### config.mk
export PLATFORM = sky130hd
export DESIGN_NAME = sample_select_command_parser
export DESIGN_NICKNAME = d
export VERILOG_FILES = /design/src/hdl/sscp_pkg.sv /design/src/hdl/sample_select_command_parser.sv /design/src/hdl/sscp_front.sv /design/src/hdl/sscp_queue.sv /design/src/hdl/sscp_back.sv
export VERILOG_INCLUDE_DIRS = /design/src /design/src/hdl
export SDC_FILE = /design/constraint.sdc
export NUM_CORES = 1
export LEC_CHECK = 0
export ABC_CLOCK_PERIOD_IN_PS = 6200
export BUFFER_PORTS_ARGS = -buffer_cell sky130_fd_sc_hd__buf_4
export CAP_MARGIN = 20
export CORE_MARGIN = 3
export CORE_UTILIZATION = 40
export CTS_CLUSTER_SIZE = 10
export DETAILED_ROUTE_END_ITERATION = 10
export GPL_TIMING_DRIVEN = 0
export SLEW_MARGIN = 0
export SYNTH_ARGS = -nofsm -noshare
export SYNTH_HDL_FRONTEND = slang
export SYNTH_SLANG_ARGS = --single-unit
### constraint.sdc
create_clock -name clk -period 6.2 [get_ports clk]
set_input_delay 0.62 -clock clk [delete_from_list [all_inputs] [get_ports clk]]
set_output_delay 0.62 -clock clk [all_outputs]
set_load 0.03 [all_outputs]
### src/hdl/sample_select_command_parser_assert.svh
// assertion macros for the command parser back end
`ifndef SAMPLE_SELECT_COMMAND_PARSER_ASSERT_SVH
`define SAMPLE_SELECT_COMMAND_PARSER_ASSERT_SVH

// same-cycle implication, sampled on clk, off during reset
`define SSCP_ASSERT_NOW(label, ante, cons) \
  label: assert property (@(posedge clk) disable iff (!rst_n) (ante) |-> (cons)) \
    else $error("sscp assertion failed");

// next-cycle implication, sampled on clk, off during reset
`define SSCP_ASSERT_NEXT(label, ante, cons) \
  label: assert property (@(posedge clk) disable iff (!rst_n) (ante) |=> (cons)) \
    else $error("sscp assertion failed");

`endif

### src/hdl/sscp_pkg.sv
// package with beat types, character classes and result codes
`timescale 1ns / 1ps
package sscp_pkg;

  localparam logic [2:0] KIND_ANALOG  = 3'd0;
  localparam logic [2:0] KIND_DIGITAL = 3'd1;
  localparam logic [2:0] KIND_UNKNOWN = 3'd2;
  localparam logic [2:0] KIND_DONE    = 3'd3;
  localparam logic [2:0] KIND_ERROR   = 3'd4;

  localparam logic [2:0] ERR_BRACE  = 3'd0;
  localparam logic [2:0] ERR_QUOTE  = 3'd1;
  localparam logic [2:0] ERR_CLOSEQ = 3'd2;
  localparam logic [2:0] ERR_COLON  = 3'd3;
  localparam logic [2:0] ERR_VALUE  = 3'd4;
  localparam logic [2:0] ERR_SEP    = 3'd5;

  localparam logic [7:0] CH_LBRACE = 8'h7B;
  localparam logic [7:0] CH_RBRACE = 8'h7D;
  localparam logic [7:0] CH_QUOTE  = 8'h22;
  localparam logic [7:0] CH_COLON  = 8'h3A;
  localparam logic [7:0] CH_COMMA  = 8'h2C;
  localparam logic [7:0] CH_ZERO   = 8'h30;
  localparam logic [7:0] CH_ONE    = 8'h31;
  localparam logic [7:0] CH_A      = 8'h41;
  localparam logic [7:0] CH_D      = 8'h44;
  localparam logic [7:0] CH_NUL    = 8'h00;
  localparam logic [7:0] CH_SPACE  = 8'h20;
  localparam logic [7:0] CH_TAB    = 8'h09;
  localparam logic [7:0] CH_CR     = 8'h0D;

  localparam int QUEUE_DEPTH = 2;

  typedef struct packed {
    logic [7:0] ch;
    logic       first;
  } in_beat_t;

  typedef struct packed {
    logic [2:0] kind;
    logic [7:0] key_type;
    logic [7:0] key_ident;
    logic [2:0] error_code;
  } out_beat_t;

  typedef struct packed {
    logic is_ws;
    logic is_nul;
    logic is_lbrace;
    logic is_rbrace;
    logic is_quote;
    logic is_colon;
    logic is_comma;
    logic is_zero;
    logic is_one;
  } cls_t;

  typedef struct packed {
    logic [7:0] ch;
    logic       first;
    cls_t       cls;
  } q_entry_t;

endpackage

### src/hdl/sample_select_command_parser.sv
// top level of the sample-select command parser
//
//   channel  direction  beat                      handshake
//   in_      input      ch[7:0], first            in_valid / in_ready
//   out_     output     kind, key_type, key_ident out_valid / out_ready
//                       error_code
//
// one character per cycle sustained while no result waits on out_ready; a result
// is on out_ after its character is taken, through a queue entry and then the result register
// the two-entry queue decouples intake from the parser state machine
// in_ready falls only when the queue is full, which needs out_ready low
// synchronous active-low reset empties the queue and idles the parser
`timescale 1ns / 1ps
module sample_select_command_parser (
  input  logic                clk,
  input  logic                rst_n,
  input  logic                in_valid,
  output logic                in_ready,
  input  sscp_pkg::in_beat_t  in_data,
  output logic                out_valid,
  input  logic                out_ready,
  output sscp_pkg::out_beat_t out_data
);

  logic               q_push;
  logic               q_pop;
  logic               q_full;
  logic               q_empty;
  sscp_pkg::q_entry_t q_wdata;
  sscp_pkg::q_entry_t q_rdata;

  sscp_front u_front (
    .in_data  (in_data),
    .in_valid (in_valid),
    .in_ready (in_ready),
    .q_full   (q_full),
    .q_push   (q_push),
    .q_wdata  (q_wdata)
  );

  sscp_queue u_queue (
    .clk   (clk),
    .rst_n (rst_n),
    .push  (q_push),
    .wdata (q_wdata),
    .full  (q_full),
    .pop   (q_pop),
    .empty (q_empty),
    .rdata (q_rdata)
  );

  sscp_back u_back (
    .clk       (clk),
    .rst_n     (rst_n),
    .q_empty   (q_empty),
    .q_rdata   (q_rdata),
    .q_pop     (q_pop),
    .out_valid (out_valid),
    .out_ready (out_ready),
    .out_data  (out_data)
  );

endmodule

### src/hdl/sscp_front.sv
// front end: input handshake and character classification
`timescale 1ns / 1ps
module sscp_front (
  input  sscp_pkg::in_beat_t in_data,
  input  logic               in_valid,
  output logic               in_ready,
  input  logic               q_full,
  output logic               q_push,
  output sscp_pkg::q_entry_t q_wdata
);

  sscp_pkg::cls_t cls;

  always_comb begin
    cls.is_ws     = ((in_data.ch >= sscp_pkg::CH_TAB) && (in_data.ch <= sscp_pkg::CH_CR)) ||
                    (in_data.ch == sscp_pkg::CH_SPACE);
    cls.is_nul    = (in_data.ch == sscp_pkg::CH_NUL);
    cls.is_lbrace = (in_data.ch == sscp_pkg::CH_LBRACE);
    cls.is_rbrace = (in_data.ch == sscp_pkg::CH_RBRACE);
    cls.is_quote  = (in_data.ch == sscp_pkg::CH_QUOTE);
    cls.is_colon  = (in_data.ch == sscp_pkg::CH_COLON);
    cls.is_comma  = (in_data.ch == sscp_pkg::CH_COMMA);
    cls.is_zero   = (in_data.ch == sscp_pkg::CH_ZERO);
    cls.is_one    = (in_data.ch == sscp_pkg::CH_ONE);
  end

  assign in_ready      = !q_full;
  assign q_push        = in_valid && !q_full;
  assign q_wdata.ch    = in_data.ch;
  assign q_wdata.first = in_data.first;
  assign q_wdata.cls   = cls;

endmodule

### src/hdl/sscp_queue.sv
// two-entry queue between front and back end
`timescale 1ns / 1ps
module sscp_queue (
  input  logic               clk,
  input  logic               rst_n,
  input  logic               push,
  input  sscp_pkg::q_entry_t wdata,
  output logic               full,
  input  logic               pop,
  output logic               empty,
  output sscp_pkg::q_entry_t rdata
);

  localparam int PtrW = $clog2(sscp_pkg::QUEUE_DEPTH);
  localparam int CntW = $clog2(sscp_pkg::QUEUE_DEPTH + 1);

  sscp_pkg::q_entry_t mem_r [sscp_pkg::QUEUE_DEPTH];
  logic [PtrW-1:0]    wr_ptr_r;
  logic [PtrW-1:0]    rd_ptr_r;
  logic [CntW-1:0]    count_r;
  logic [CntW-1:0]    count_nxt;

  assign full  = (count_r == CntW'(sscp_pkg::QUEUE_DEPTH));
  assign empty = (count_r == '0);
  assign rdata = mem_r[rd_ptr_r];

  always_comb begin
    count_nxt = count_r;
    if (push && !pop) begin
      count_nxt = count_r + 1'b1;
    end else if (pop && !push) begin
      count_nxt = count_r - 1'b1;
    end
  end

  always_ff @(posedge clk) begin
    if (!rst_n) begin
      wr_ptr_r <= '0;
      rd_ptr_r <= '0;
      count_r  <= '0;
    end else begin
      count_r <= count_nxt;
      if (push) begin
        wr_ptr_r <= (wr_ptr_r == PtrW'(sscp_pkg::QUEUE_DEPTH - 1)) ? '0 : wr_ptr_r + 1'b1;
      end
      if (pop) begin
        rd_ptr_r <= (rd_ptr_r == PtrW'(sscp_pkg::QUEUE_DEPTH - 1)) ? '0 : rd_ptr_r + 1'b1;
      end
    end
  end

  always_ff @(posedge clk) begin
    if (push) begin
      mem_r[wr_ptr_r] <= wdata;
    end
  end

endmodule

### src/hdl/sscp_back.sv
// back end: parser state machine and result register
`timescale 1ns / 1ps
`include "sample_select_command_parser_assert.svh"
module sscp_back (
  input  logic                clk,
  input  logic                rst_n,
  input  logic                q_empty,
  input  sscp_pkg::q_entry_t  q_rdata,
  output logic                q_pop,
  output logic                out_valid,
  input  logic                out_ready,
  output sscp_pkg::out_beat_t out_data
);

  localparam logic [3:0] PH_IDLE   = 4'd0;
  localparam logic [3:0] PH_BRACE  = 4'd1;
  localparam logic [3:0] PH_TOP    = 4'd2;
  localparam logic [3:0] PH_WS     = 4'd3;
  localparam logic [3:0] PH_TYPE   = 4'd4;
  localparam logic [3:0] PH_IDENT  = 4'd5;
  localparam logic [3:0] PH_CLOSEQ = 4'd6;
  localparam logic [3:0] PH_COLON  = 4'd7;
  localparam logic [3:0] PH_VALUE  = 4'd8;
  localparam logic [3:0] PH_AFTER  = 4'd9;

  logic [3:0]          phase_r;
  logic [3:0]          phase_nxt;
  logic [3:0]          ph_cur;
  logic [7:0]          held_type_r;
  logic [7:0]          held_type_nxt;
  logic [7:0]          held_ident_r;
  logic [7:0]          held_ident_nxt;
  logic [7:0]          type_cur;
  logic [7:0]          ident_cur;
  logic                res_valid;
  sscp_pkg::out_beat_t res;
  logic                out_valid_r;
  sscp_pkg::out_beat_t out_data_r;
  sscp_pkg::cls_t      c;
  logic                take;

  assign take      = !q_empty && (!out_valid_r || out_ready);
  assign q_pop     = take;
  assign out_valid = out_valid_r;
  assign out_data  = out_data_r;
  assign c         = q_rdata.cls;

  always_comb begin
    ph_cur         = q_rdata.first ? PH_BRACE : phase_r;
    type_cur       = q_rdata.first ? 8'd0 : held_type_r;
    ident_cur      = q_rdata.first ? 8'd0 : held_ident_r;
    phase_nxt      = ph_cur;
    held_type_nxt  = type_cur;
    held_ident_nxt = ident_cur;
    res_valid      = 1'b0;
    res            = '0;
    unique case (ph_cur)
      PH_BRACE: begin
        if (!c.is_lbrace) begin
          res_valid      = 1'b1;
          res.kind       = sscp_pkg::KIND_ERROR;
          res.error_code = sscp_pkg::ERR_BRACE;
        end else begin
          phase_nxt = PH_TOP;
        end
      end
      PH_TOP: begin
        if (c.is_rbrace || c.is_nul) begin
          res_valid = 1'b1;
          res.kind  = sscp_pkg::KIND_DONE;
        end else if (c.is_ws) begin
          phase_nxt = PH_WS;
        end else if (!c.is_quote) begin
          res_valid      = 1'b1;
          res.kind       = sscp_pkg::KIND_ERROR;
          res.error_code = sscp_pkg::ERR_QUOTE;
        end else begin
          phase_nxt = PH_TYPE;
        end
      end
      PH_WS: begin
        if (c.is_ws) begin
          phase_nxt = PH_WS;
        end else if (c.is_nul) begin
          res_valid = 1'b1;
          res.kind  = sscp_pkg::KIND_DONE;
        end else if (!c.is_quote) begin
          res_valid      = 1'b1;
          res.kind       = sscp_pkg::KIND_ERROR;
          res.error_code = sscp_pkg::ERR_QUOTE;
        end else begin
          phase_nxt = PH_TYPE;
        end
      end
      PH_TYPE: begin
        if (c.is_nul) begin
          res_valid      = 1'b1;
          res.kind       = sscp_pkg::KIND_ERROR;
          res.error_code = sscp_pkg::ERR_CLOSEQ;
        end else begin
          held_type_nxt = q_rdata.ch;
          phase_nxt     = PH_IDENT;
        end
      end
      PH_IDENT: begin
        if (c.is_nul) begin
          res_valid      = 1'b1;
          res.kind       = sscp_pkg::KIND_ERROR;
          res.error_code = sscp_pkg::ERR_CLOSEQ;
        end else begin
          held_ident_nxt = q_rdata.ch;
          phase_nxt      = PH_CLOSEQ;
        end
      end
      PH_CLOSEQ: begin
        if (!c.is_quote) begin
          res_valid      = 1'b1;
          res.kind       = sscp_pkg::KIND_ERROR;
          res.error_code = sscp_pkg::ERR_CLOSEQ;
        end else begin
          phase_nxt = PH_COLON;
        end
      end
      PH_COLON: begin
        if (!c.is_colon) begin
          res_valid      = 1'b1;
          res.kind       = sscp_pkg::KIND_ERROR;
          res.error_code = sscp_pkg::ERR_COLON;
        end else begin
          phase_nxt = PH_VALUE;
        end
      end
      PH_VALUE: begin
        if (c.is_ws) begin
          phase_nxt = PH_VALUE;
        end else if (c.is_zero) begin
          phase_nxt = PH_AFTER;
        end else if (c.is_one) begin
          res_valid     = 1'b1;
          res.key_type  = type_cur;
          res.key_ident = ident_cur;
          if (type_cur == sscp_pkg::CH_A) begin
            res.kind = sscp_pkg::KIND_ANALOG;
          end else if (type_cur == sscp_pkg::CH_D) begin
            res.kind = sscp_pkg::KIND_DIGITAL;
          end else begin
            res.kind = sscp_pkg::KIND_UNKNOWN;
          end
          phase_nxt = PH_AFTER;
        end else begin
          res_valid      = 1'b1;
          res.kind       = sscp_pkg::KIND_ERROR;
          res.error_code = sscp_pkg::ERR_VALUE;
        end
      end
      PH_AFTER: begin
        if (c.is_ws) begin
          phase_nxt = PH_AFTER;
        end else if (c.is_comma) begin
          phase_nxt = PH_TOP;
        end else if (c.is_rbrace) begin
          res_valid = 1'b1;
          res.kind  = sscp_pkg::KIND_DONE;
        end else begin
          res_valid      = 1'b1;
          res.kind       = sscp_pkg::KIND_ERROR;
          res.error_code = sscp_pkg::ERR_SEP;
        end
      end
      default: begin
        phase_nxt = PH_IDLE;
      end
    endcase
    // done and error both end the command
    if (res_valid && ((res.kind == sscp_pkg::KIND_DONE) || (res.kind == sscp_pkg::KIND_ERROR))) begin
      phase_nxt = PH_IDLE;
    end
  end

  always_ff @(posedge clk) begin
    if (!rst_n) begin
      phase_r      <= PH_IDLE;
      held_type_r  <= '0;
      held_ident_r <= '0;
      out_valid_r  <= 1'b0;
    end else begin
      if (take) begin
        phase_r      <= phase_nxt;
        held_type_r  <= held_type_nxt;
        held_ident_r <= held_ident_nxt;
      end
      if (take && res_valid) begin
        out_valid_r <= 1'b1;
      end else if (out_ready) begin
        out_valid_r <= 1'b0;
      end
    end
  end

  always_ff @(posedge clk) begin
    if (take && res_valid) begin
      out_data_r <= res;
    end
  end

  `SSCP_ASSERT_NEXT(a_end_goes_idle, take && res_valid && ((res.kind == sscp_pkg::KIND_DONE) || (res.kind == sscp_pkg::KIND_ERROR)), phase_r == PH_IDLE)
  `SSCP_ASSERT_NOW(a_idle_silent, take && (phase_r == PH_IDLE) && !q_rdata.first, !res_valid)
  `SSCP_ASSERT_NOW(a_end_no_key, out_valid_r && ((out_data_r.kind == sscp_pkg::KIND_DONE) || (out_data_r.kind == sscp_pkg::KIND_ERROR)), (out_data_r.key_type == 8'd0) && (out_data_r.key_ident == 8'd0))
  `SSCP_ASSERT_NEXT(a_result_loaded, take && res_valid, out_valid_r && (out_data_r == $past(res)))

endmodule

After elaboration in Yosys (flattened, before gate mapping)

Memories as Yosys holds them, arrays and structs flattened. A register that Yosys moved wholly into a read port is not among the register bits.
Index checks and enable logic that the tools add are counted.

Div/mod/pow operators: 0
Order comparisons: 2
Bitwise gates (word level): 2
$add $sub $neg: 4
Mux-type cells: 78
Shift operators: 0
Reduce and logical (&&, ||, !) cells: 22
Equal/unequal tests: 22
Multiply operators: 0

Operators by type and width:

| cell                 | number |
|---|---|
| $mux W4              | 17 |
| $mux W3              | 20 |
| $eq A8 B6 Y1 const B | 6 |
| $mux W8              | 6 |
| $mux W22             | 2 |
| $pmux W4 S9          | 1 |
| $eq A8 B7 Y1 const B | 4 |
| $pmux W3 S8          | 1 |
| $mux W1              | 22 |
| $pmux W3 S7          | 1 |
| $eq A4 B3 Y1 const B | 4 |
| $mux W16             | 1 |
| $mux W2              | 6 |
| $eq A4 B2 Y1 const B | 2 |
| $eq A4 B4 Y1 const B | 2 |
| $ge A8 B4 Y1 const B | 1 |
| $le A8 B4 Y1 const B | 1 |
| $logic_not A8 Y1     | 1 |
| $pmux W1 S8          | 1 |
| $logic_and A1 B1 Y1  | 7 |
| $logic_not A1 Y1     | 5 |
| $eq A4 B1 Y1 const B | 1 |
| $logic_or A1 B1 Y1   | 4 |
| $reduce_bool A2 Y1   | 2 |
| other kinds (10)     | 12 |

Memory bits (writable): 36
Word-level logic and storage cells: 142
Memories: 1
Register bits after elaboration: 47
Input port bits: 13
Output and inout port bits: 24
Bits in latches: 0
Memory bits (read-only): 0

Memories:

| memory        | depth | bits a word | rd ports | clocked after Yosys merged registers in | wr ports | RTL line         | source |
|---|---|---|---|---|---|---|---|
| u_queue.mem_r | 2     | 18          | 1        | 1                                       | 1        | sscp_queue.sv:17 | `sscp_pkg::q_entry_t mem_r [sscp_pkg::QUEUE_DEPTH];` |

Depth between registers and ports, before layout

Gate-level depths: netlist (run 1).

Depth after elaboration: 12
Depth in mapped cells: 8
Mapped depth without buffers: 7

Modules after synthesis

Synthesis (run 1) repeated with hierarchy kept, for this count alone.

Cell total of the unflattened synthesis: 321
Area total of the unflattened synthesis: 3876.2 um^2

Modules (own cells, without submodules):

| module     | cells an instance | times used | sequential area each (um^2) | area an instance (um^2) |
|---|---|---|---|---|
| sscp_back  | 207               | 1          | 1081.0                      | 2134.5 |
| sscp_queue | 78                | 1          | 1181.1                      | 1515.2 |
| sscp_front | 36                | 1          | 0.0                         | 226.5 |

Worst setup path after synthesis (run 1)

No wires, ideal clock.

Path type: reg-to-reg
Start point: reg with a tool-made name
End point: reg u_back.out_data_r, in the netlist u_back.out_data[0] (enable)
Period minus slack after synthesis: 2.290 ns
Data required time: 5.817 ns
Library setup time: 0.383 ns
Data arrival time: 1.907 ns
Path slack: 3.910 ns
Stages on the path, launching flop included: 6
Buffers on the path: 1
Cells stage by stage: dfxtp_1 > buf_6 > mux2i_1 > o22ai_2 > o21ai_0 > o31a_1

RTL lines:

| item                   | RTL line         | source |
|---|---|---|
| end signal: assignment | sscp_back.sv:202 | `out_data_r <= res;` |
| end: declaration       | sscp_back.sv:38  | `sscp_pkg::out_beat_t out_data_r;` |

==> results of run 1 <==
## layout by cell type, fill, tap and decap left out, drive strengths merged, types with 2 or more instances in the layout
master   synthesis  routed
a21oi            7       7
edfxtp          58      58
a22oi           16      16
o22ai            4       4
clkbuf           5      16
and2            16      16
nand3           10      10
xor2             3       3
o211ai           3       3
nor2b            6       6
nand2           21      21
a2111oi          2       2
nor4b            3       3
mux2i           10      10
nor3b            2       2
buf              6      44
dfxtp           26      26
or3              2       2
a221oi           2       2
a31oi            4       4
nor2            39      39
mux2            10      10
inv              6       8
nor4             3       3
nand2b           6       6
xnor2            2       2
o21ai           13      13
and3             3       3
nand4b           3       3
a22o             2       2
nor3             8       8
## flip-flops by register name (all words and copies together) (netlist names), named ones only
| name | cells |
|---|---|
| u_back.out_valid | 1 |
| u_back.phase_r | 4 |
| u_back.out_data | 22 |
| u_queue.count_r | 2 |
| u_queue.rd_ptr_r | 1 |
| u_queue.wr_ptr_r | 1 |
| u_back.held_type_r | 8 |
| u_queue.mem_r | 36 |
| u_back.held_ident_r | 8 |
## report_power, final
part / internal, uW / switching (uW) / total, uW
Combinational: 166 / 273 / 439
Clock: 216 / 201 / 417
Sequential: 679 / 34.7 / 713
Total: 1060 / 509 / 1570
## how the worst max path moves through the flow
stage          from             endpoint  cells past startpoint
2_1_floorplan  flop   u_back.out_data[0]                      5
3_3_place_gp   flop   u_back.out_data[7]                      5
3_5_place_dp   flop   u_back.out_data[8]                      5
4_1_cts        flop  u_back.out_data[16]                      5
5_1_grt        flop  u_back.out_data[16]                      6
6_report       flop   u_back.out_data[8]                      6
## area by class of cell
| class | count | area, sq um | share of cell area (%) |
|---|---|---|---|
| buffer | 11 | 71.3 | 1.58 |
| clock buffer | 11 | 153 | 3.38 |
| clock inverter | 5 | 66.3 | 1.47 |
| inverter | 6 | 22.5 | 0.498 |
| multi-input combinational | 219 | 1470 | 32.6 |
| sequential | 84 | 2260 | 50.0 |
| tap | 129 | 161 | 3.57 |
| timing repair buffer | 38 | 313 | 6.92 |
## cells in the mapped netlist (all sizes together), types with 4 or more instances
cell    count  share of area, %
a22oi      16               3.1
nor3        8               1.5
o22ai       4              0.82
nand2b      6              0.98
and2       16               2.6
inv         6              0.59
a31oi       4              0.65
clkbuf      5              0.52
nor2       39               4.3
dfxtp      26                14
mux2i      10               3.1
nor2b       6              0.98
mux2       10               2.9
edfxtp     58                46
nand2      21               2.2
a21oi       7              0.92
buf         6               1.3
nand3      10               1.3
o21ai      13               1.8
## stage by stage
step	util [%]	hold WS (ns)	cell area (sq um)	total power (uW)	cells
CTS	48.4	0.449	4490	1580	502
floorplan	-	0.457	3830	1030	320
global placement	45.9	0.473	4260	1150	485
global route	48.7	0.436	4520	1660	503
detailed placement	46.1	0.490	4280	1160	486
finish	48.7	0.463	4520	1570	503
## metal layers
layer	vias up	wire, um	global-route usage [%]
met1	1273	3810	22.1
met4	0	99	4.37
met5	-	0	0
met3	7	416	4.11
li1	1301	-	-
met2	65	3560	22.7
## cells by family after synthesis
kind of cell,Yosys count,share of synthesized area [%]
AOI/OAI and AO/OA,66,12.7
xor gates and xnor gates,5,1.14
adders and majority gates,1,0.327
buffers and inverters,17,2.45
DFF,84,59.1
muxes,20,6.08
and+or+nand+nor,127,18.2
==> out/qor.json, run 1 <==
{
  "portion_of_the_post_synthesis_area_used_by_sequential_elements_pct": 59.1,
  "worstPathCellList": "mux2i_4 -> nand3_1 -> nand3b_1 -> nor2_1 -> o31a_1 -> buf_16",
  "share_of_cells_above_drive_strength_1_pct": 23.5,
  "detail_route.drc_violations": 0,
  "cts_inserted_buffers": 9,
  "max_slew_margin_pct": 43.9,
  "vdd_drop_max_mv": 0.157,
  "route.detailed.wl_per_inst_um": 15.7,
  "first_pass_grt_wire_length_um": 13300,
  "floorplan.die_area_sq_mm": 0.0108,
  "worstHoldStart": "in_data[0]",
  "grt_use_total_pct": 15.3,
  "ys_types": 66,
  "clock_tree.buffer_depth": 2,
  "yosys_register_bits": 84,
  "grt_setup_unrepaired": "false",
  "num_antenna_cells": 0,
  "critical_path.n_buffers_inverters": 1,
  "synthesis.nets": 334,
  "asyncSetResetFlopFracSynth_pct": 0,
  "top_level_ports": 37,
  "final_antenna_net_count": 0,
  "number_of_antenna_violations_at_the_first_check_in_global_routing": 0,
  "dp_hpwl_um": 5910,
  "synthFlopType": "sky130_fd_sc_hd__edfxtp_1",
  "cts-hold-fix-buffers": 0,
  "cts.sinks": 84,
  "timing.hold.worst_endpoint": "u_queue.mem_r[0][9]",
  "report.final.setup_viol": 0,
  "setup_ws_ns": 3.70,
  "syn-cell-area_sq_mm": 0.00383,
  "setup.worst_path.end_class": "flop",
  "p_per_area_mw_per_mm2": 347,
  "globalplace.congestion": 0.880,
  "clock_pin_transition_on_the_worst_setup_and_hold_timing_paths_ns": 0.08,
  "worst_slew_pin_slew_ns": 0.842,
  "ctsRootBufferMaster": "sky130_fd_sc_hd__clkbuf_8",
  "cts.repair_timing.setup_buffer_count": 0,
  "fp.coreArea_sq_mm": 0.00928,
  "die_h_um": 104,
  "cp_launch_type": "flop",
  "synthesis.area_per_instance_sq_um": 12.0,
  "synthCells": 320,
  "cts.htree.levels": 3,
  "yosys_warnings": 0,
  "finalHoldViolCount": 0,
  "floorplan.initialDensity_pct": 41.2,
  "finalNetCount": 383,
  "rows": 35,
  "detailedRoute.firstIterationViolations": 119,
  "postRouteWirelength_um": 7890,
  "critPathRequiredTime_ns": 6.26,
  "destination_of_the_worst_register_to_register_timing_path": "u_back.out_data[8]",
  "drt_pass1_iterations": 4,
  "via_count_of_the_first_global_routing_pass": 2532,
  "critPathArrivalTime_ns": 2.55,
  "route.detailed.vias_per_inst": 5.26,
  "timing.clock.skew_ns": 0.00991,
  "tritoncts": "built",
  "setup_total_negative_slack_ns": 0,
  "path_class": "reg -> reg",
  "cts_repair_resize_count": 0,
  "regToRegSetupSlack_ns": 3.70,
  "hold_path_depth": 1,
  "placement.setup.worst_slack_ns": 3.23,
  "die-width_um": 104,
  "nFillCells": 877,
  "grt_start_max_net_pins": 24,
  "synth-edff-count": 58,
  "overflow": 0,
  "min_period_over_period_pct": 40.2,
  "hold_class": "in -> reg",
  "period_minus_slack_ns": 2.50,
  "outcome": "completed",
  "timing.critical_path.slowest_cell_delay_ns": 0.50,
  "rr_worst_depth": 6,
  "syn_to_final_growth_pct": 18.2,
  "timing.critical_path.fanout_max": 20,
  "critical-path-slowest-cell": "sky130_fd_sc_hd__dfxtp_1",
  "max_cap_violations": 0,
  "power.static_leakage_uw": 0.00157,
  "clk_lat_worst_skew_ns": 0.34,
  "fmax_ghz": 0.401,
  "vias": 2646,
  "buffer_ports.inserted": 36,
  "timing.critical_path.max_delay_family": "simple AND/OR/NAND/NOR gates",
  "final_max_slew_viol_count": 0
}
No activity file was read; power rests on OpenSTA's default activity.
==> run 2, diff against run 1 <==
ABC_CLOCK_PERIOD_IN_PS = 2280   (was 6200)
clock period = 2.28 ns   (was 6.2 ns; I/O delays follow)
==> out/qor.json, run 2 (synthesized netlist as in run 1, its figures left out) <==
{
  "die_h": {"value": 104, "unit": "um", "change": "unchanged"},
  "overflow": {"value": 0, "change": "unchanged"},
  "setup.worst_path.end_class": {"value": "flop", "change": "unchanged"},
  "max_slew_margin": {"value": 41.9, "unit": "%", "change": "was 43.9%"},
  "placement.setup.worst_slack": {"value": -0.262, "unit": "ns", "change": "was 3.23 ns"},
  "vdd_drop_max": {"value": 0.420, "unit": "mV", "change": "was 0.157 mV"},
  "outcome": {"value": "completed", "change": "unchanged"},
  "detailedRoute.firstIterationViolations": {"value": 158, "change": "was 119"},
  "registers.top_by_ff_count": {"value": "u_queue.mem_r", "change": "unchanged"},
  "via_count_of_the_first_global_routing_pass": {"value": 2570, "change": "was 2,532"},
  "postRouteWirelength": {"value": 7970, "unit": "um", "change": "was 7890 um"},
  "route.detailed.vias_per_inst": {"value": 5.30, "change": "was 5.26"},
  "num_antenna_cells": {"value": 0, "change": "unchanged"},
  "p_per_area": {"value": 941, "unit": "mW/mm^2", "change": "was 347 mW/mm^2"},
  "rows": {"value": 35, "change": "unchanged"},
  "buffer_ports.inserted": {"value": 36, "change": "unchanged"},
  "report.final.setup_viol": {"value": 0, "change": "unchanged"},
  "globalplace.congestion": {"value": 0.883, "change": "was 0.880"},
  "fmax": {"value": 0.473, "unit": "GHz", "change": "was 0.401 GHz"},
  "floorplan.die_area": {"value": 0.0108, "unit": "sq mm", "change": "unchanged"},
  "finalHoldViolCount": {"value": 0, "change": "unchanged"},
  "hold_class": {"value": "in -> reg", "change": "unchanged"},
  "grt_setup_unrepaired": {"value": "false", "change": "unchanged"},
  "clock_pin_transition_on_the_worst_setup_and_hold_timing_paths": {"value": 0.09, "unit": "ns", "change": "was 0.08 ns"},
  "clk_lat_worst_skew": {"value": 0.36, "unit": "ns", "change": "was 0.34 ns"},
  "critPathRequiredTime": {"value": 2.31, "unit": "ns", "change": "was 6.26 ns"},
  "timing.critical_path.fanout_max": {"value": 23, "change": "was 20"},
  "cts-hold-fix-buffers": {"value": 0, "change": "unchanged"},
  "nFillCells": {"value": 874, "change": "was 877"},
  "power.static_leakage": {"value": 0.00157, "unit": "uW", "change": "about the same"},
  "final_antenna_net_count": {"value": 0, "change": "unchanged"},
  "cts.sinks": {"value": 84, "change": "unchanged"},
  "largest_reg_flops": {"value": 36, "change": "unchanged"},
  "drt_pass1_iterations": {"value": 5, "change": "was 4"},
  "critPathArrivalTime": {"value": 2.14, "unit": "ns", "change": "was 2.55 ns"},
  "clock_tree.buffer_depth": {"value": 2, "change": "unchanged"},
  "max_cap_violations": {"value": 0, "change": "unchanged"},
  "cts.htree.levels": {"value": 3, "change": "unchanged"},
  "cp_launch_type": {"value": "flop", "change": "unchanged"},
  "first_pass_grt_wire_length": {"value": 13300, "unit": "um", "change": "about the same"},
  "top_level_ports": {"value": 37, "change": "unchanged"},
  "grt_use_total": {"value": 15.5, "unit": "%", "change": "was 15.3%"},
  "final_cell_mix": {"value": "sky130_fd_sc_hd__edfxtp_1 (58), sky130_fd_sc_hd__buf_4 (38), sky130_fd_sc_hd__nor2_1 (35)", "change": "was sky130_fd_sc_hd__edfxtp_1 (58), sky130_fd_sc_hd__buf_4 (36), sky130_fd_sc_hd__nor2_1 (35)"},
  "tritoncts": {"value": "built", "change": "unchanged"},
  "worst_slew_pin_slew": {"value": 0.871, "unit": "ns", "change": "was 0.842 ns"},
  "dp_hpwl": {"value": 5810, "unit": "um", "change": "was 5910 um"},
  "vias": {"value": 2664, "change": "was 2,646"},
  "route.detailed.wl_per_inst": {"value": 15.9, "unit": "um", "change": "was 15.7 um"},
  "setup_ws": {"value": 0.164, "unit": "ns", "change": "was 3.70 ns"},
  "fin_hold_ws": {"value": 0.0570, "unit": "ns", "change": "was 0.463 ns"},
  "ctsRootBufferMaster": {"value": "sky130_fd_sc_hd__clkbuf_8", "change": "unchanged"},
  "die-width": {"value": 104, "unit": "um", "change": "unchanged"},
  "min_period_over_period": {"value": 92.8, "unit": "%", "change": "was 40.2%"},
  "period_minus_slack": {"value": 2.12, "unit": "ns", "change": "was 2.50 ns"},
  "share_of_cells_above_drive_strength_1": {"value": 25.1, "unit": "%", "change": "was 23.5%"},
  "timing.clock.skew": {"value": 0.0126, "unit": "ns", "change": "was 0.00991 ns"},
  "fp.coreArea": {"value": 0.00928, "unit": "sq mm", "change": "unchanged"},
  "path_class": {"value": "reg -> reg", "change": "unchanged"},
  "syn_to_final_growth": {"value": 17.9, "unit": "%", "change": "was 18.2%"},
  "most_common_library_cell_in_the_layout_ignoring_fill_and_taps": {"value": "sky130_fd_sc_hd__edfxtp_1", "change": "unchanged"},
  "finalNetCount": {"value": 383, "change": "unchanged"},
  "floorplan.initialDensity": {"value": 41.2, "unit": "%", "change": "unchanged"},
  "number_of_antenna_violations_at_the_first_check_in_global_routing": {"value": 0, "change": "unchanged"},
  "grt_start_max_net_pins": {"value": 24, "change": "unchanged"},
  "final_max_slew_viol_count": {"value": 0, "change": "unchanged"},
  "detail_route.drc_violations": {"value": 0, "change": "unchanged"},
  "cts_inserted_buffers": {"value": 9, "change": "unchanged"}
}
## run 2: metrics by stage
stage	total power (uW)	cells	TNS (ns)	utilization (%)	area [sq um]
after floorplan	2790	320	0	-	3830
after global placement	3120	485	-7.80	45.9	4260
after detailed placement	3150	486	-6.43	46.1	4280
after CTS	4260	504	0	48.6	4510
after global routing	4460	503	0	48.6	4510
final	4240	503	0	48.6	4510
## run 2: routing by layer
metal	share of wire [%]	up-vias	GRT usage, %	routed length (um)
met4	1.5	0	5.70	116
met5	0	-	0	0
met3	6.7	10	3.93	536
met1	47	1274	21.5	3730
met2	45	84	23.4	3590
li1	-	1296	-	-
## run 2: report_power, final
part / switching [uW] / internal [uW]
Clock: 565 / 521
Combinational: 752 / 458
Sequential: 98.8 / 1850
## run 2: what timing repair did
action | 4_1_cts | 5_1_grt
setup endpoints to repair | 34 | 25
resized for setup | 4 | 2
setup buffers | 2 | 0
pin swaps | 0 | 2
## run 2: final timing paths
check | start | endpoint | slack (ns) | cells past startpoint
setup reg to reg | flop | u_back.out_data[17] | 0.16 | 5
hold reg to reg | u_back.held_ident_r[6] | u_back.held_ident_r[6] | 0.50 | 2
hold / removal | in_data[0] | u_queue.mem_r[0][9] | 0.06 | 1
setup / recovery | flop | u_back.out_data[17] | 0.16 | 5
## run 2: final cells by class
type	instances	area [sq um]	share of cell area, %
flip-flops and latches	84	2260	50.2
multi-input cells	219	1500	33.1
repair buffers	39	300	6.66
well taps	129	161	3.58
clock buffers	10	128	2.83
clock inverters	6	71.3	1.58
plain buffers	10	68.8	1.53
inverters	6	22.5	0.499
## run 2: critical path, stage by stage, from the launching register on
cell	delay, ns
sky130_fd_sc_hd__dfxtp_2	0.42
sky130_fd_sc_hd__buf_6	0.19
sky130_fd_sc_hd__mux2i_2	0.39
sky130_fd_sc_hd__o22ai_2	0.15
sky130_fd_sc_hd__o21ai_0	0.26
sky130_fd_sc_hd__o31a_4	0.36
==> run 3, diff against run 2 <==
CORE_MARGIN = 1.5   (was 3)
==> out/qor.json, run 3 (synthesized netlist as in run 1, its figures left out) <==
{
  "max_slew_margin": {"value": 43.1, "unit": "%", "change": "was 41.9%"},
  "route.detailed.wl_per_inst": {"value": 16.4, "unit": "um", "change": "was 15.9 um"},
  "number_of_antenna_violations_at_the_first_check_in_global_routing": {"value": 0, "change": "unchanged"},
  "cp_launch_type": {"value": "flop", "change": "unchanged"},
  "die-width": {"value": 101, "unit": "um", "change": "was 104 um"},
  "detail_route.drc_violations": {"value": 0, "change": "unchanged"},
  "ctsRootBufferMaster": {"value": "sky130_fd_sc_hd__clkbuf_8", "change": "unchanged"},
  "destination_of_the_worst_register_to_register_timing_path": {"value": "u_back.out_data[20]", "change": "was u_back.out_data[17]"},
  "syn_to_final_growth": {"value": 17.7, "unit": "%", "change": "was 17.9%"},
  "critical_path.n_buffers_inverters": {"value": 1, "change": "unchanged"},
  "timing.clock.skew": {"value": 0.0167, "unit": "ns", "change": "was 0.0126 ns"},
  "critPathArrivalTime": {"value": 2.22, "unit": "ns", "change": "was 2.14 ns"},
  "dp_hpwl": {"value": 5940, "unit": "um", "change": "was 5810 um"},
  "final_cell_mix": {"value": "sky130_fd_sc_hd__edfxtp_1 (58), sky130_fd_sc_hd__buf_4 (37), sky130_fd_sc_hd__nor2_1 (35)", "change": "was sky130_fd_sc_hd__edfxtp_1 (58), sky130_fd_sc_hd__buf_4 (38), sky130_fd_sc_hd__nor2_1 (35)"},
  "cts_inserted_buffers": {"value": 9, "change": "unchanged"},
  "setup.worst_path.end_class": {"value": "flop", "change": "unchanged"},
  "timing.critical_path.fanout_max": {"value": 23, "change": "unchanged"},
  "timing.hold.worst_endpoint": {"value": "u_queue.mem_r[1][9]", "change": "was u_queue.mem_r[0][9]"},
  "final-seq-area": {"value": 0.00226, "unit": "sq mm", "change": "unchanged"},
  "critPathRequiredTime": {"value": 2.31, "unit": "ns", "change": "about the same"},
  "report.final.setup_viol": {"value": 0, "change": "unchanged"},
  "postLayoutCellArea": {"value": 0.00450, "unit": "sq mm", "change": "was 0.00451 sq mm"},
  "clock_pin_transition_on_the_worst_setup_and_hold_timing_paths": {"value": 0.09, "unit": "ns", "change": "about the same"},
  "most_common_library_cell_in_the_layout_ignoring_fill_and_taps": {"value": "sky130_fd_sc_hd__edfxtp_1", "change": "unchanged"},
  "final_antenna_net_count": {"value": 0, "change": "unchanged"},
  "globalplace.congestion": {"value": 0.911, "change": "was 0.883"},
  "tritoncts": {"value": "built", "change": "unchanged"},
  "buffer_ports.inserted": {"value": 36, "change": "unchanged"},
  "grt_use_total": {"value": 17.4, "unit": "%", "change": "was 15.5%"},
  "rr_worst_depth": {"value": 5, "change": "unchanged"},
  "num_antenna_cells": {"value": 0, "change": "unchanged"},
  "clock_tree.buffer_depth": {"value": 2, "change": "unchanged"},
  "fmax": {"value": 0.457, "unit": "GHz", "change": "was 0.473 GHz"},
  "overflow": {"value": 0, "change": "unchanged"},
  "cts.sinks": {"value": 84, "change": "unchanged"},
  "timing.critical_path.slowest_cell_delay": {"value": 0.43, "unit": "ns", "change": "was 0.42 ns"},
  "vdd_drop_max": {"value": 0.335, "unit": "mV", "change": "was 0.420 mV"},
  "registers.top_by_ff_count": {"value": "u_queue.mem_r", "change": "unchanged"},
  "rows": {"value": 35, "change": "unchanged"},
  "cts-hold-fix-buffers": {"value": 0, "change": "unchanged"},
  "finalHoldViolCount": {"value": 0, "change": "unchanged"},
  "floorplan.initialDensity": {"value": 41.4, "unit": "%", "change": "was 41.2%"},
  "cts.htree.levels": {"value": 3, "change": "unchanged"},
  "critical-path-slowest-cell": {"value": "sky130_fd_sc_hd__dfxtp_2", "change": "unchanged"},
  "period_minus_slack": {"value": 2.19, "unit": "ns", "change": "was 2.12 ns"},
  "p_per_area": {"value": 931, "unit": "mW/mm^2", "change": "was 941 mW/mm^2"},
  "hold_class": {"value": "in -> reg", "change": "unchanged"},
  "min_period_over_period": {"value": 96.0, "unit": "%", "change": "was 92.8%"},
  "path_class": {"value": "reg -> reg", "change": "unchanged"},
  "via_count_of_the_first_global_routing_pass": {"value": 2523, "change": "was 2,570"},
  "postRouteWirelength": {"value": 8240, "unit": "um", "change": "was 7970 um"},
  "power.static_leakage": {"value": 0.00156, "unit": "uW", "change": "was 0.00157 uW"},
  "setup_total_negative_slack": {"value": 0, "unit": "ns", "change": "unchanged"},
  "route.detailed.vias_per_inst": {"value": 5.44, "change": "was 5.30"},
  "vias": {"value": 2729, "change": "was 2,664"},
  "outcome": {"value": "completed", "change": "unchanged"},
  "first_pass_grt_wire_length": {"value": 13200, "unit": "um", "change": "was 13,300 um"},
  "fin_hold_ws": {"value": 0.0542, "unit": "ns", "change": "was 0.0570 ns"},
  "grt_setup_unrepaired": {"value": "true", "change": "was false"},
  "timing.critical_path.max_delay_family": {"value": "compound AO/OA/AOI/OAI gates", "change": "unchanged"},
  "largest_reg_flops": {"value": 36, "change": "unchanged"},
  "detailedRoute.firstIterationViolations": {"value": 162, "change": "was 158"},
  "top_level_ports": {"value": 37, "change": "unchanged"},
  "max_cap_violations": {"value": 0, "change": "unchanged"},
  "placed_area": {"value": 0.00428, "unit": "sq mm", "change": "unchanged"},
  "floorplan.die_area": {"value": 0.0102, "unit": "sq mm", "change": "was 0.0108 sq mm"},
  "combined_area_of_the_multi_input_logic_cells": {"value": 0.00150, "unit": "sq mm", "change": "about the same"},
  "die_h": {"value": 101, "unit": "um", "change": "was 104 um"},
  "grt_start_max_net_pins": {"value": 24, "change": "unchanged"},
  "fp.coreArea": {"value": 0.00924, "unit": "sq mm", "change": "was 0.00928 sq mm"},
  "final_max_slew_viol_count": {"value": 0, "change": "unchanged"},
  "regToRegSetupSlack": {"value": 0.09, "unit": "ns", "change": "was 0.16 ns"},
  "share_of_cells_above_drive_strength_1": {"value": 25.2, "unit": "%", "change": "was 25.1%"},
  "worst_slew_pin_slew": {"value": 0.854, "unit": "ns", "change": "was 0.871 ns"},
  "finalNetCount": {"value": 382, "change": "was 383"},
  "worstPathCellList": {"value": "buf_6 -> mux2i_2 -> o22ai_2 -> o21ai_0 -> o31a_4", "change": "unchanged"},
  "drt_pass1_iterations": {"value": 5, "change": "unchanged"},
  "hold_path_depth": {"value": 1, "change": "unchanged"},
  "clk_lat_worst_skew": {"value": 0.36, "unit": "ns", "change": "about the same"},
  "worstHoldStart": {"value": "in_data[0]", "change": "unchanged"},
  "nFillCells": {"value": 848, "change": "was 874"}
}
[run 3: cell count changes in the layout (fill, tap and decap cells not counted), sizes merged]
cell | previous run | this run
clkinvlp | 1 | 2
bufinv | 1 | 0
inv | 9 | 8
[run 3: metal layers]
layer	track usage (%)	up-vias	wire length, um
met3	3.74	10	458
li1	-	1299	-
met1	25.3	1322	3970
met4	6.61	0	119
met2	25.5	98	3690
met5	0	-	0
[run 3: repair_timing]
item / in CTS / in global routing
endpoints found under the hold margin: 0 / 0
pin swaps: 0 / 1
buffers inserted: 1 / 0
resized for setup: 4 / 4
endpoints found under the setup margin: 34 / 25
[run 3: through the flow]
stage	std cells	setup slack, ns	power (uW)	util, %
finish	502	0.0906	4190	48.7
global route	502	-0.0357	4410	48.7
CTS	502	0.0762	4230	48.6
detailed placement	486	-0.314	3160	46.3
global placement	485	-0.306	3130	46.1
floorplan	320	0.231	2790	-
[run 3: worst max-delay path by stage]
stage / startpoint / to / slack [ns] / cells after the start
2_1_floorplan: u_queue.count_r[0] / u_queue.mem_r[0][0] / 0.23 / 3
3_3_place_gp: flop / u_back.out_data[3] / -0.31 / 5
3_5_place_dp: flop / u_back.out_data[9] / -0.31 / 5
4_1_cts: flop / u_back.out_data[20] / 0.08 / 8
5_1_grt: flop / u_back.out_data[20] / -0.04 / 5
6_report: flop / u_back.out_data[20] / 0.09 / 5
[run 3: layout make-up]
type,instances,area share [%]
Tap cell,129,3.58
Timing Repair Buffer,38,6.50
Sequential cell,84,50.3
Buffer,10,1.53
Clock inverter,5,0.917
Multi-Input combinational cell,219,33.3
Inverter,6,0.500
Clock buffer,11,3.39
[run 3: power breakdown]
part	leakage [uW]	switching [uW]	total, uW	internal [uW]
clock	0.0000917	570	1040	472
sequential	0.000762	101	1950	1850
combinational	0.000705	750	1200	449
total	0.00156	1420	4190	2770
